==> config.mk <==
export PLATFORM = sky130hd
export DESIGN_NAME = i2c_master_transfer_sequencer
export DESIGN_NICKNAME = d
export VERILOG_FILES = /design/src/i2cseq_pkg.sv /design/src/i2c_master_transfer_sequencer.sv
export SDC_FILE = /design/constraint.sdc
export NUM_CORES = 1
export LEC_CHECK = 0
export BUFFER_PORTS_ARGS = -buffer_cell sky130_fd_sc_hd__buf_2
export CAP_MARGIN = 20
export CELL_PAD_IN_SITES_DETAIL_PLACEMENT = 0
export CELL_PAD_IN_SITES_GLOBAL_PLACEMENT = 1
export CORE_ASPECT_RATIO = 0.5
export CORE_MARGIN = 10
export CORE_UTILIZATION = 51
export CTS_CLUSTER_DIAMETER = 40
export DETAILED_ROUTE_END_ITERATION = 12
export PLACE_DENSITY_LB_ADDON = 0.1
export SETUP_SLACK_MARGIN = 0.4
export SYNTH_ARGS = -nofsm -noshare
export SYNTH_HDL_FRONTEND = slang
export SYNTH_SLANG_ARGS = --single-unit
==> constraint.sdc <==
create_clock -name clk -period 3.9 [get_ports clk]
set_clock_uncertainty 0.1 [all_clocks]
set_input_delay 0.585 -clock clk [delete_from_list [all_inputs] [get_ports clk]]
set_output_delay 0.585 -clock clk [all_outputs]
set_load 0.02 [all_outputs]
==> src/i2cseq_pkg.sv <==
package i2cseq_pkg;

	// Default transfer buffer depth
	localparam int BUF_DEPTH_DEF = 32;

	// Command codes
	typedef enum logic [2:0] {
		OP_LOAD      = 3'd0,
		OP_START_WR  = 3'd1,
		OP_START_CMB = 3'd2,
		OP_STATUS    = 3'd3,
		OP_READ      = 3'd4
	} op_t;

	// Bus actions
	typedef enum logic [2:0] {
		ACT_NONE    = 3'd0,
		ACT_START   = 3'd1,
		ACT_PUT     = 3'd2,
		ACT_RESTART = 3'd3,
		ACT_STOP    = 3'd4
	} action_t;

	// Acknowledge control
	typedef enum logic [1:0] {
		ACK_KEEP = 2'd0,
		ACK_SET  = 2'd1,
		ACK_CLR  = 2'd2
	} ack_t;

	// Bus status codes
	localparam logic [7:0] ST_START     = 8'h08;
	localparam logic [7:0] ST_RESTART   = 8'h10;
	localparam logic [7:0] ST_ADDR_W    = 8'h18;
	localparam logic [7:0] ST_DATA_SENT = 8'h28;
	localparam logic [7:0] ST_ADDR_R    = 8'h40;
	localparam logic [7:0] ST_RX_ACK    = 8'h50;
	localparam logic [7:0] ST_RX_NACK   = 8'h58;
	localparam logic [7:0] READ_BIT     = 8'h01;

	// Command word
	typedef struct packed {
		logic [2:0] operation;
		logic [7:0] device_address;
		logic [7:0] sub_address;
		logic [5:0] length;
		logic [7:0] status_code;
		logic [7:0] bus_byte;
		logic [4:0] buffer_index;
	} cmd_word_t;

	// Response word
	typedef struct packed {
		logic [2:0] action;
		logic [7:0] out_byte;
		logic [1:0] ack_control;
		logic       clear_start;
		logic       transfer_done;
		logic [5:0] bytes_left;
	} rsp_word_t;

endpackage

==> src/i2c_master_transfer_sequencer.sv <==
// I2C master transfer sequencer.
// Command channel (cmd_valid / cmd_stall / cmd): loads buffer bytes, starts a
// write or a combined/read transfer, reports bus status events, or reads back
// a buffer byte. Response channel (rsp_valid / rsp_stall / rsp): one word per
// command with the next bus action, byte to send, ack control and done flag.
// A command is taken on an edge with cmd_valid high and cmd_stall low.
// The edge that takes the command loads the decision/buffer-read register;
// a later edge, once the output register is free, loads the output register
// and raises rsp_valid. Throughput: one command per cycle while the receiver
// does not stall; the decision and a single read port on the transfer buffer
// both keep up with that rate.
// Receiver stall: the output register holds its word; the decision register
// keeps accepting until it too is full, then cmd_stall rises.
// Reset clears the transfer state and both valid flags; buffer contents are
// undefined until loaded or received.
module i2c_master_transfer_sequencer
	import i2cseq_pkg::*;
#(
	parameter int BUF_DEPTH = BUF_DEPTH_DEF
) (
	input  logic      clk,
	input  logic      arst_n,
	input  logic      cmd_valid,
	output logic      cmd_stall,
	input  cmd_word_t cmd,
	output logic      rsp_valid,
	input  logic      rsp_stall,
	output rsp_word_t rsp
);

	localparam int AW = (BUF_DEPTH > 1) ? $clog2(BUF_DEPTH) : 1;
	localparam int PW = $clog2(BUF_DEPTH + 1);
	localparam logic [5:0] LEN_MAX = (BUF_DEPTH > 63) ? 6'd63 : 6'(BUF_DEPTH);

	// transfer state
	logic [7:0]    target_q;
	logic [7:0]    subaddr_q;
	logic          restart_q;
	logic [5:0]    remain_q;
	logic [PW-1:0] pos_q;

	logic [7:0]    target_d;
	logic [7:0]    subaddr_d;
	logic          restart_d;
	logic [5:0]    remain_d;
	logic [PW-1:0] pos_d;

	// transfer buffer
	logic [7:0]    buf_mem [BUF_DEPTH];
	logic          we;
	logic [AW-1:0] waddr;
	logic [AW-1:0] raddr;

	// decision stage
	logic          valid_s1;
	logic [2:0]    action_s1;
	logic [7:0]    byte_s1;
	logic          use_mem_s1;
	logic [7:0]    rd_s1;
	logic [1:0]    ack_s1;
	logic          clr_s1;
	logic          done_s1;
	logic [5:0]    left_s1;

	logic          rsp_valid_q;
	rsp_word_t     rsp_q;

	action_t       act;
	ack_t          ack;
	logic [7:0]    byte_val;
	logic          use_mem;
	logic          clr;
	logic          done;
	logic          accept;
	logic          out_free;
	logic          have_room;
	logic          idx_ok;
	logic [5:0]    len_clamped;

	// handshake
	assign out_free  = !rsp_valid_q || !rsp_stall;
	assign cmd_stall = valid_s1 && !out_free;
	assign accept    = cmd_valid && !cmd_stall;

	assign idx_ok      = 32'(cmd.buffer_index) < BUF_DEPTH;
	assign have_room   = (remain_q != 6'd0) && (32'(pos_q) < BUF_DEPTH);
	assign len_clamped = (cmd.length > LEN_MAX) ? LEN_MAX : cmd.length;

	// command decode and next transfer state
	always_comb begin
		target_d  = target_q;
		subaddr_d = subaddr_q;
		restart_d = restart_q;
		remain_d  = remain_q;
		pos_d     = pos_q;
		act       = ACT_NONE;
		ack       = ACK_KEEP;
		clr       = 1'b0;
		done      = 1'b0;
		byte_val  = 8'd0;
		use_mem   = 1'b0;
		we        = 1'b0;
		waddr     = AW'(pos_q);
		raddr     = AW'(pos_q);
		case (cmd.operation)
			OP_LOAD: begin
				we    = idx_ok;
				waddr = AW'(cmd.buffer_index);
			end
			OP_START_WR: begin
				restart_d = 1'b0;
				subaddr_d = 8'd0;
				target_d  = cmd.device_address & ~READ_BIT;
				pos_d     = '0;
				remain_d  = len_clamped;
				act       = ACT_START;
			end
			OP_START_CMB: begin
				restart_d = 1'b0;
				subaddr_d = cmd.sub_address;
				target_d  = (cmd.sub_address != 8'd0) ? (cmd.device_address & ~READ_BIT)
					: (cmd.device_address | READ_BIT);
				pos_d     = '0;
				remain_d  = len_clamped;
				act       = ACT_START;
			end
			OP_STATUS: begin
				if (cmd.status_code == ST_START) begin
					act      = ACT_PUT;
					byte_val = target_q;
					clr      = 1'b1;
				end else if (cmd.status_code == ST_RESTART) begin
					act      = ACT_PUT;
					byte_val = target_q | READ_BIT;
					clr      = 1'b1;
				end else if (cmd.status_code == ST_ADDR_W || cmd.status_code == ST_DATA_SENT) begin
					if (restart_q) begin
						act = ACT_RESTART;
					end else if (subaddr_q != 8'd0) begin
						act       = ACT_PUT;
						byte_val  = subaddr_q;
						subaddr_d = 8'd0;
						restart_d = 1'b1;
					end else if (have_room) begin
						act      = ACT_PUT;
						use_mem  = 1'b1;
						pos_d    = pos_q + PW'(1);
						remain_d = remain_q - 6'd1;
					end else begin
						act  = ACT_STOP;
						done = 1'b1;
					end
				end else if (cmd.status_code == ST_ADDR_R) begin
					ack = ACK_SET;
				end else if (cmd.status_code == ST_RX_ACK || cmd.status_code == ST_RX_NACK) begin
					if (have_room) begin
						we       = 1'b1;
						pos_d    = pos_q + PW'(1);
						remain_d = remain_q - 6'd1;
						ack      = (remain_q != 6'd1) ? ACK_SET : ACK_CLR;
					end else begin
						act  = ACT_STOP;
						done = 1'b1;
					end
				end
			end
			OP_READ: begin
				use_mem = idx_ok;
				raddr   = AW'(cmd.buffer_index);
			end
			default: begin
			end
		endcase
	end

	// transfer state registers
	always_ff @(posedge clk or negedge arst_n) begin
		if (!arst_n) begin
			target_q  <= 8'd0;
			subaddr_q <= 8'd0;
			restart_q <= 1'b0;
			remain_q  <= 6'd0;
			pos_q     <= '0;
		end else if (accept) begin
			target_q  <= target_d;
			subaddr_q <= subaddr_d;
			restart_q <= restart_d;
			remain_q  <= remain_d;
			pos_q     <= pos_d;
		end
	end

	// buffer: one write port, one registered read port
	always_ff @(posedge clk) begin
		if (accept && we) begin
			buf_mem[waddr] <= cmd.bus_byte;
		end
		if (accept) begin
			rd_s1 <= buf_mem[raddr];
		end
	end

	// decision stage valid
	always_ff @(posedge clk or negedge arst_n) begin
		if (!arst_n) begin
			valid_s1 <= 1'b0;
		end else if (accept) begin
			valid_s1 <= 1'b1;
		end else if (out_free) begin
			valid_s1 <= 1'b0;
		end
	end

	// decision stage payload
	always_ff @(posedge clk) begin
		if (accept) begin
			action_s1  <= act;
			byte_s1    <= byte_val;
			use_mem_s1 <= use_mem;
			ack_s1     <= ack;
			clr_s1     <= clr;
			done_s1    <= done;
			left_s1    <= remain_d;
		end
	end

	// output register valid
	always_ff @(posedge clk or negedge arst_n) begin
		if (!arst_n) begin
			rsp_valid_q <= 1'b0;
		end else if (out_free) begin
			rsp_valid_q <= valid_s1;
		end
	end

	// output register payload
	always_ff @(posedge clk) begin
		if (out_free && valid_s1) begin
			rsp_q.action        <= action_s1;
			rsp_q.out_byte      <= use_mem_s1 ? rd_s1 : byte_s1;
			rsp_q.ack_control   <= ack_s1;
			rsp_q.clear_start   <= clr_s1;
			rsp_q.transfer_done <= done_s1;
			rsp_q.bytes_left    <= left_s1;
		end
	end

	assign rsp_valid = rsp_valid_q;
	assign rsp       = rsp_q;

endmodule
==> impl_metrics.tcl, run 1 <==
set metrics [dict create \
    status "finished, violations left" \
    violations "negative hold slack" \
    worstSkewPairLatency_ns 0.57 \
    final_antenna_net_count 0 \
    clockBufferDepth 3 \
    setup_violations 0 \
    first_global_vias 8309 \
    pwr-share-seq 0.551 \
    dp.cells 1397 \
    via_per_inst 5.94 \
    syn_avg_cell_area_sq_um 14.4 \
    drt-initial-drc-count 947 \
    grt_usage 0.190 \
    htreeDepth 1 \
    die_w_microns 255 \
    totalWireLength_microns 33400 \
    drc 0 \
    peakVddDrop_mv 0.321 \
    netlist_area_sq_um 14100 \
    tritoncts "built" \
    overflow 0 \
    initial_utilization 0.524 \
    period_share 0.872 \
    synthCells 976 \
    yosysUniqueCellTypes 70 \
    regArea_sq_um 9990 \
    multi_input_area_sq_um 3790 \
    netSwitchingFraction 0.227 \
    fin_tns_setup_ns 0 \
    fin_ws_ns 0.498 \
    dieArea_sq_um 35000 \
    relSlewSlack 0.375 \
    synthToLayoutAreaGrowth_pct 13.2 \
    drive_above_1_share 0.177 \
    root_buffer "clkbuf_16" \
    die_y_microns 137 \
    intPower_w 0.00574 \
    dr.pass1.iters 5 \
    gp_congestion 0.822 \
    drv_cap 0 \
    fin_cells 1455 \
    rsz0062_at_grt "true" \
    hold_viol 4 \
    cp.arrival_ns 3.52 \
    seq_area_frac_synth 0.711 \
    antenna_found_initial 1 \
    crit_fanout 8 \
    grt_pass1_wl_microns 50700 \
    syn-num-nets 1030 \
    finish.net_count 1132 \
    grt_max_degree 43 \
    report.final.slew_viol_count 0 \
    fmax_ghz 0.294 \
    whs_ns -0.00552 \
    fillers 2100 \
    synth_edf_count 307 \
    core-area_sq_um 26800 \
    cellLeakagePower_nw 5.71 \
    synth_ff_type "edfxtp_1" \
    fin_crit_ns 3.40 \
    cts.sinks 338 \
    post_cts_buffers 0 \
    rows 42 \
    cp-end-kind "flip-flop" \
    hp-class "in -> async" \
    vias 8641 \
    ys_warn_count 0 \
    synth-async-reset-ratio 0.0917 \
    clock_power_share 0.384 \
    combPwrFrac 0.065 \
    drt-wirelength-per-cell_microns 22.9 \
    ys_seq_elements 338 \
    clkTransAtPathRegs_ns 0.06 \
    power_switching_w 0.00168 \
    required_ns 4.01 \
    post-place-ws_ns 0.444 \
    dp_hpwl_microns 21900 \
    cts_buffers 31 \
    tightest_slew_ns 0.934 \
    io_buffers 71 \
    io_pins 73 \
    critPathLaunchType "flip-flop" \
    power-per-cell-area_nw_per_um2 466 \
    worstSetupPathType "reg -> reg" \
]
==> worst max-delay path: stages, from the launching register on <==
cell	delay (ns)
dfrtp_1	0.45
inv_1	0.09
ha_1	0.26
a21oi_1	0.44
nand4_1	0.31
o21ai_0	0.32
nand3_1	0.50
nor2_2	0.57
==> worst paths after layout <==
check | start | endpoint | slack, ns | cells past startpoint
max reg2reg | remain_q[0] | buf_mem[22][3] | 0.50 | 7
min reg2reg | left_s1[0] | rsp[0] | 0.32 | 0
min in group clk | cmd[36] | target_q[1] | 0.11 | 3
min | arst_n | remain_q[4] | -0.006 | 1
max in group asynchronous | arst_n | subaddr_q[5] | 3.18 | 1
max | remain_q[0] | buf_mem[22][3] | 0.50 | 7
==> area by class of cell <==
cell class | instances | area share
Clock inverter | 19 | 0.00818
Multi-Input combinational cell | 585 | 0.238
Antenna cell | 1 | 0.000157
Clock buffer | 38 | 0.0504
Sequential cell | 338 | 0.628
Timing Repair Buffer | 112 | 0.0448
Inverter | 10 | 0.00236
Tap cell | 352 | 0.0277
==> registers in the layout, summed over array words and instances, names as in the netlist, 2 cells and up <==
signal / count
ack_s1: 2
left_s1: 6
pos_q: 6
rd_s1: 8
target_q: 8
rsp: 21
action_s1: 3
subaddr_q: 8
remain_q: 6
buf_mem: 256
byte_s1: 8
==> Yosys cell counts (all sizes together) (4+ instances only) <==
cell type / n / area, sq um
a211oi: 7 / 52.6
a21o: 4 / 30.0
a21oi: 8 / 43.8
a22o: 10 / 91.3
a22oi: 11 / 82.6
a31oi: 6 / 37.5
a32oi: 27 / 236
and2: 11 / 68.8
buf: 23 / 163
clkbuf: 20 / 100
dfrtp: 31 / 776
edfxtp: 307 / 9220
ha: 4 / 50.1
inv: 10 / 37.5
mux2: 13 / 146
mux2i: 75 / 751
nand2: 149 / 559
nand3: 20 / 100
nand3b: 6 / 48.8
nand4: 10 / 62.6
nor2: 67 / 251
nor3: 23 / 115
nor3b: 8 / 60.1
nor4: 6 / 50.0
o211ai: 13 / 97.6
o21ai: 31 / 166
o221ai: 8 / 70.1
o22a: 7 / 61.3
o22ai: 23 / 144
==> stage by stage <==
step	total power, W	util	cell area [sq um]	hold slack [ns]
floorplan	0.00445	-	14100	0.189
global placement	0.00464	0.558	15000	0.301
finish	0.00742	0.594	15900	-0.00552
detailed placement	0.00465	0.558	15000	0.305
global route	0.00766	0.594	15900	0.0250
CTS	0.00747	0.593	15900	0.00208
==> power by group through the flow <==
| stage | registers, W | clock network, W | logic, W |
|---|---|---|---|
| after floorplan | 0.00418 | 0 | 0.000273 |
| after global placement | 0.00416 | 0 | 0.000473 |
| after detailed placement | 0.00417 | 0 | 0.000482 |
| after CTS | 0.00409 | 0.00290 | 0.000483 |
| after global routing | 0.00410 | 0.00304 | 0.000531 |
| final | 0.00409 | 0.00285 | 0.000483 |
==> cells by family after synthesis <==
kind of cell,synth area share
flops,0.711
compound gates,0.0926
xor+xnor,0.00249
mux,0.0670
buf+inv,0.0214
simple gates,0.102
fa+ha+maj,0.00356
==> layout by cell type (no fill, tap or decap), drive strengths merged, types with 6 or more instances in the layout <==
cell    instances
dfrtp          31
nor4            6
clkinv         14
a22o           10
nor3           23
o22a            7
and2           11
clkbuf         38
a21oi           8
a32oi          27
buf           112
nand4          10
o22ai          23
nor3b           8
o21ai          31
mux2i          75
o211ai         13
a31oi           6
nand3          20
a211oi          7
mux2           13
inv            14
a22oi          11
nand2         149
nor2           67
edfxtp        307
nand3b          6
o221ai          8
==> routing by layer <==
layer  global-route usage  up-vias  wire length [microns]
met5                    0        -                      0
met4               0.0381        0                    525
met3               0.0416       39                   2460
met2                0.281      286                  14400
met1                0.283     4327                  16000
li1                     -     3989                      -
==> repair_timing <==
action / in CTS / in global routing
endpoints found under the setup margin: 0 / 53
hold buffers: 0 / 0
gates resized for setup: 0 / 7
Power figures use the tool's default switching activity.
==> run 2: changes to the inputs <==
--- a/config.mk
+++ b/config.mk
@@ -15,6 +15,7 @@
 export CTS_CLUSTER_DIAMETER = 40
 export DETAILED_ROUTE_END_ITERATION = 12
 export PLACE_DENSITY_LB_ADDON = 0.1
+export REMOVE_ABC_BUFFERS = 1
 export SETUP_SLACK_MARGIN = 0.4
 export SYNTH_ARGS = -nofsm -noshare
 export SYNTH_HDL_FRONTEND = slang
==> impl_metrics.tcl, run 2 (synthesis results as in run 1) <==
set metrics [dict create \
    tritoncts "built" \
    relSlewSlack 0.365 \
    tightest_slew_ns 0.950 \
    htreeDepth 1 \
    peakVddDrop_mv 0.402 \
    mostFrequentLayoutCell "edfxtp_1" \
    core-area_sq_um 26800 \
    overflow 0 \
    die_w_microns 255 \
    root_buffer "clkbuf_16" \
    power_switching_w 0.00171 \
    hold_viol 0 \
    synthToLayoutAreaGrowth_pct 14.1 \
    crit_fanout 8 \
    die_y_microns 137 \
    finish.net_count 1135 \
    dr.pass1.iters 5 \
    clock_power_share 0.404 \
    drt-wirelength-per-cell_microns 22.8 \
    path_cells "inv_1 > ha_1 > a21oi_1 > nand4_1 > o21ai_0 > nand3_1 > nor2_2" \
    cp.arrival_ns 3.52 \
    cp_slowest_stage_delay_ns 0.58 \
    required_ns 4.03 \
    rsz0062_at_grt "true" \
    fin_tns_setup_ns 0 \
    vias 8603 \
    largest_register "buf_mem" \
    initial_utilization 0.524 \
    clkTransAtPathRegs_ns 0.07 \
    totalWireLength_microns 33300 \
    setup_violations 0 \
    worstSetupPathType "reg -> reg" \
    drc 0 \
    final_cell_mix "307 x edfxtp_1, 149 x nand2_1, 75 x mux2i_1" \
    rows 42 \
    worstSkewPairLatency_ns 0.58 \
    cp_slowest_cell "nor2_2" \
    insertedDiodeCount 0 \
    via_per_inst 5.90 \
    netSwitchingFraction 0.223 \
    final_antenna_net_count 0 \
    cellLeakagePower_nw 5.77 \
    status "finished clean" \
    fin_crit_ns 3.39 \
    report.final.slew_viol_count 0 \
    pwr-share-seq 0.533 \
    drv_cap 0 \
    cts.sinks 338 \
    path_buf_inv 1 \
    grt_max_degree 45 \
    critPathLaunchType "flip-flop" \
    intPower_w 0.00596 \
    power-per-cell-area_nw_per_um2 478 \
    grt_usage 0.191 \
    clockBufferDepth 3 \
    grt_pass1_wl_microns 50800 \
    hp-class "in -> reg" \
    drt-initial-drc-count 824 \
    dieArea_sq_um 35000 \
    combPwrFrac 0.063 \
    cp-end-kind "flip-flop" \
    post_cts_buffers 0 \
    final_area_sq_um 16000 \
    gp_congestion 0.854 \
    drive_above_1_share 0.183 \
    largest_reg_flops 256 \
    period_share 0.869 \
    fillers 2109 \
    place_area_sq_um 15000 \
    cts_buffers 31 \
    dp_hpwl_microns 22400 \
    antenna_found_initial 0 \
    first_global_vias 8510 \
    fmax_ghz 0.295 \
    io_pins 73 \
    cp_top_family "simple AND/OR/NAND/NOR gates" \
    io_buffers 71 \
]
run 2: cell count changes in the layout (fill, tap and decap cells not counted), moves of 2 or more:
cell and delta:
clkinv_4 +3, clkinv_2 -3, clkinv_1 -2, bufinv_16 +3
buf_4 +3, clkbuf_1 -3
run 2: final cells by class:
class / count / area, sq um / area share
clock inverter: 21 / 236 / 0.0147
inverter: 10 / 37.5 / 0.00234
clock buffer: 36 / 805 / 0.0502
tap: 352 / 440 / 0.0275
timing repair buffer: 115 / 726 / 0.0452
sequential: 338 / 9990 / 0.623
multi-input combinational: 585 / 3800 / 0.237
run 2: power groups by stage:
stage	clock [W]	combinational, W	sequential, W
floorplan	0	0.000251	0.00418
global placement	0	0.000476	0.00416
detailed placement	0	0.000489	0.00417
CTS	0.00315	0.000491	0.00409
global route	0.00330	0.000537	0.00410
finish	0.00310	0.000487	0.00409
run 2: what timing repair did:
| action | in CTS | in global routing |
|---|---|---|
| hold buffers | 1 | 0 |
| endpoints found under the hold margin | 5 | 0 |
| setup endpoints to repair | 0 | 77 |
| resized for setup | 0 | 8 |
run 2: worst paths after layout:
kind                            cells after the start         from  slack, ns       endpoint
worst min register to register                      0      done_s1       0.32         rsp[6]
worst min-delay path                                3      cmd[37]       0.11    target_q[2]
min in group asynchronous                           2       arst_n       0.51    remain_q[4]
max in group asynchronous                           2       arst_n       2.70    target_q[5]
worst max-delay path                                7  remain_q[0]       0.51  buf_mem[6][0]
worst max register to register                      7  remain_q[0]       0.51  buf_mem[6][0]
run 2: metrics by stage:
| stage | util | power [W] | setup slack (ns) | hold slack (ns) | cells |
|---|---|---|---|---|---|
| after global placement | 0.558 | 0.00464 | 0.480 | 0.301 | 1399 |
| final | 0.598 | 0.00767 | 0.512 | 0.110 | 1457 |
| after global routing | 0.598 | 0.00793 | 0.212 | 0.0981 | 1457 |
| after CTS | 0.598 | 0.00773 | 0.428 | 0.0905 | 1457 |
| after floorplan | - | 0.00443 | -1.15 | 0.189 | 933 |
| after detailed placement | 0.558 | 0.00465 | 0.434 | 0.305 | 1399 |
run 2: worst min-delay path: cells and delay by family:
family                 cells  cell delay (ns)
and+or+nand+nor            2             0.09
buffers and inverters      1             0.07
run 2: routing by layer:
metal,up-vias,part of all wire,track usage
li1,4008,-,-
met1,4258,0.48,0.284
met2,283,0.43,0.282
met3,54,0.073,0.0378
met4,0,0.022,0.0463
met5,-,0,0
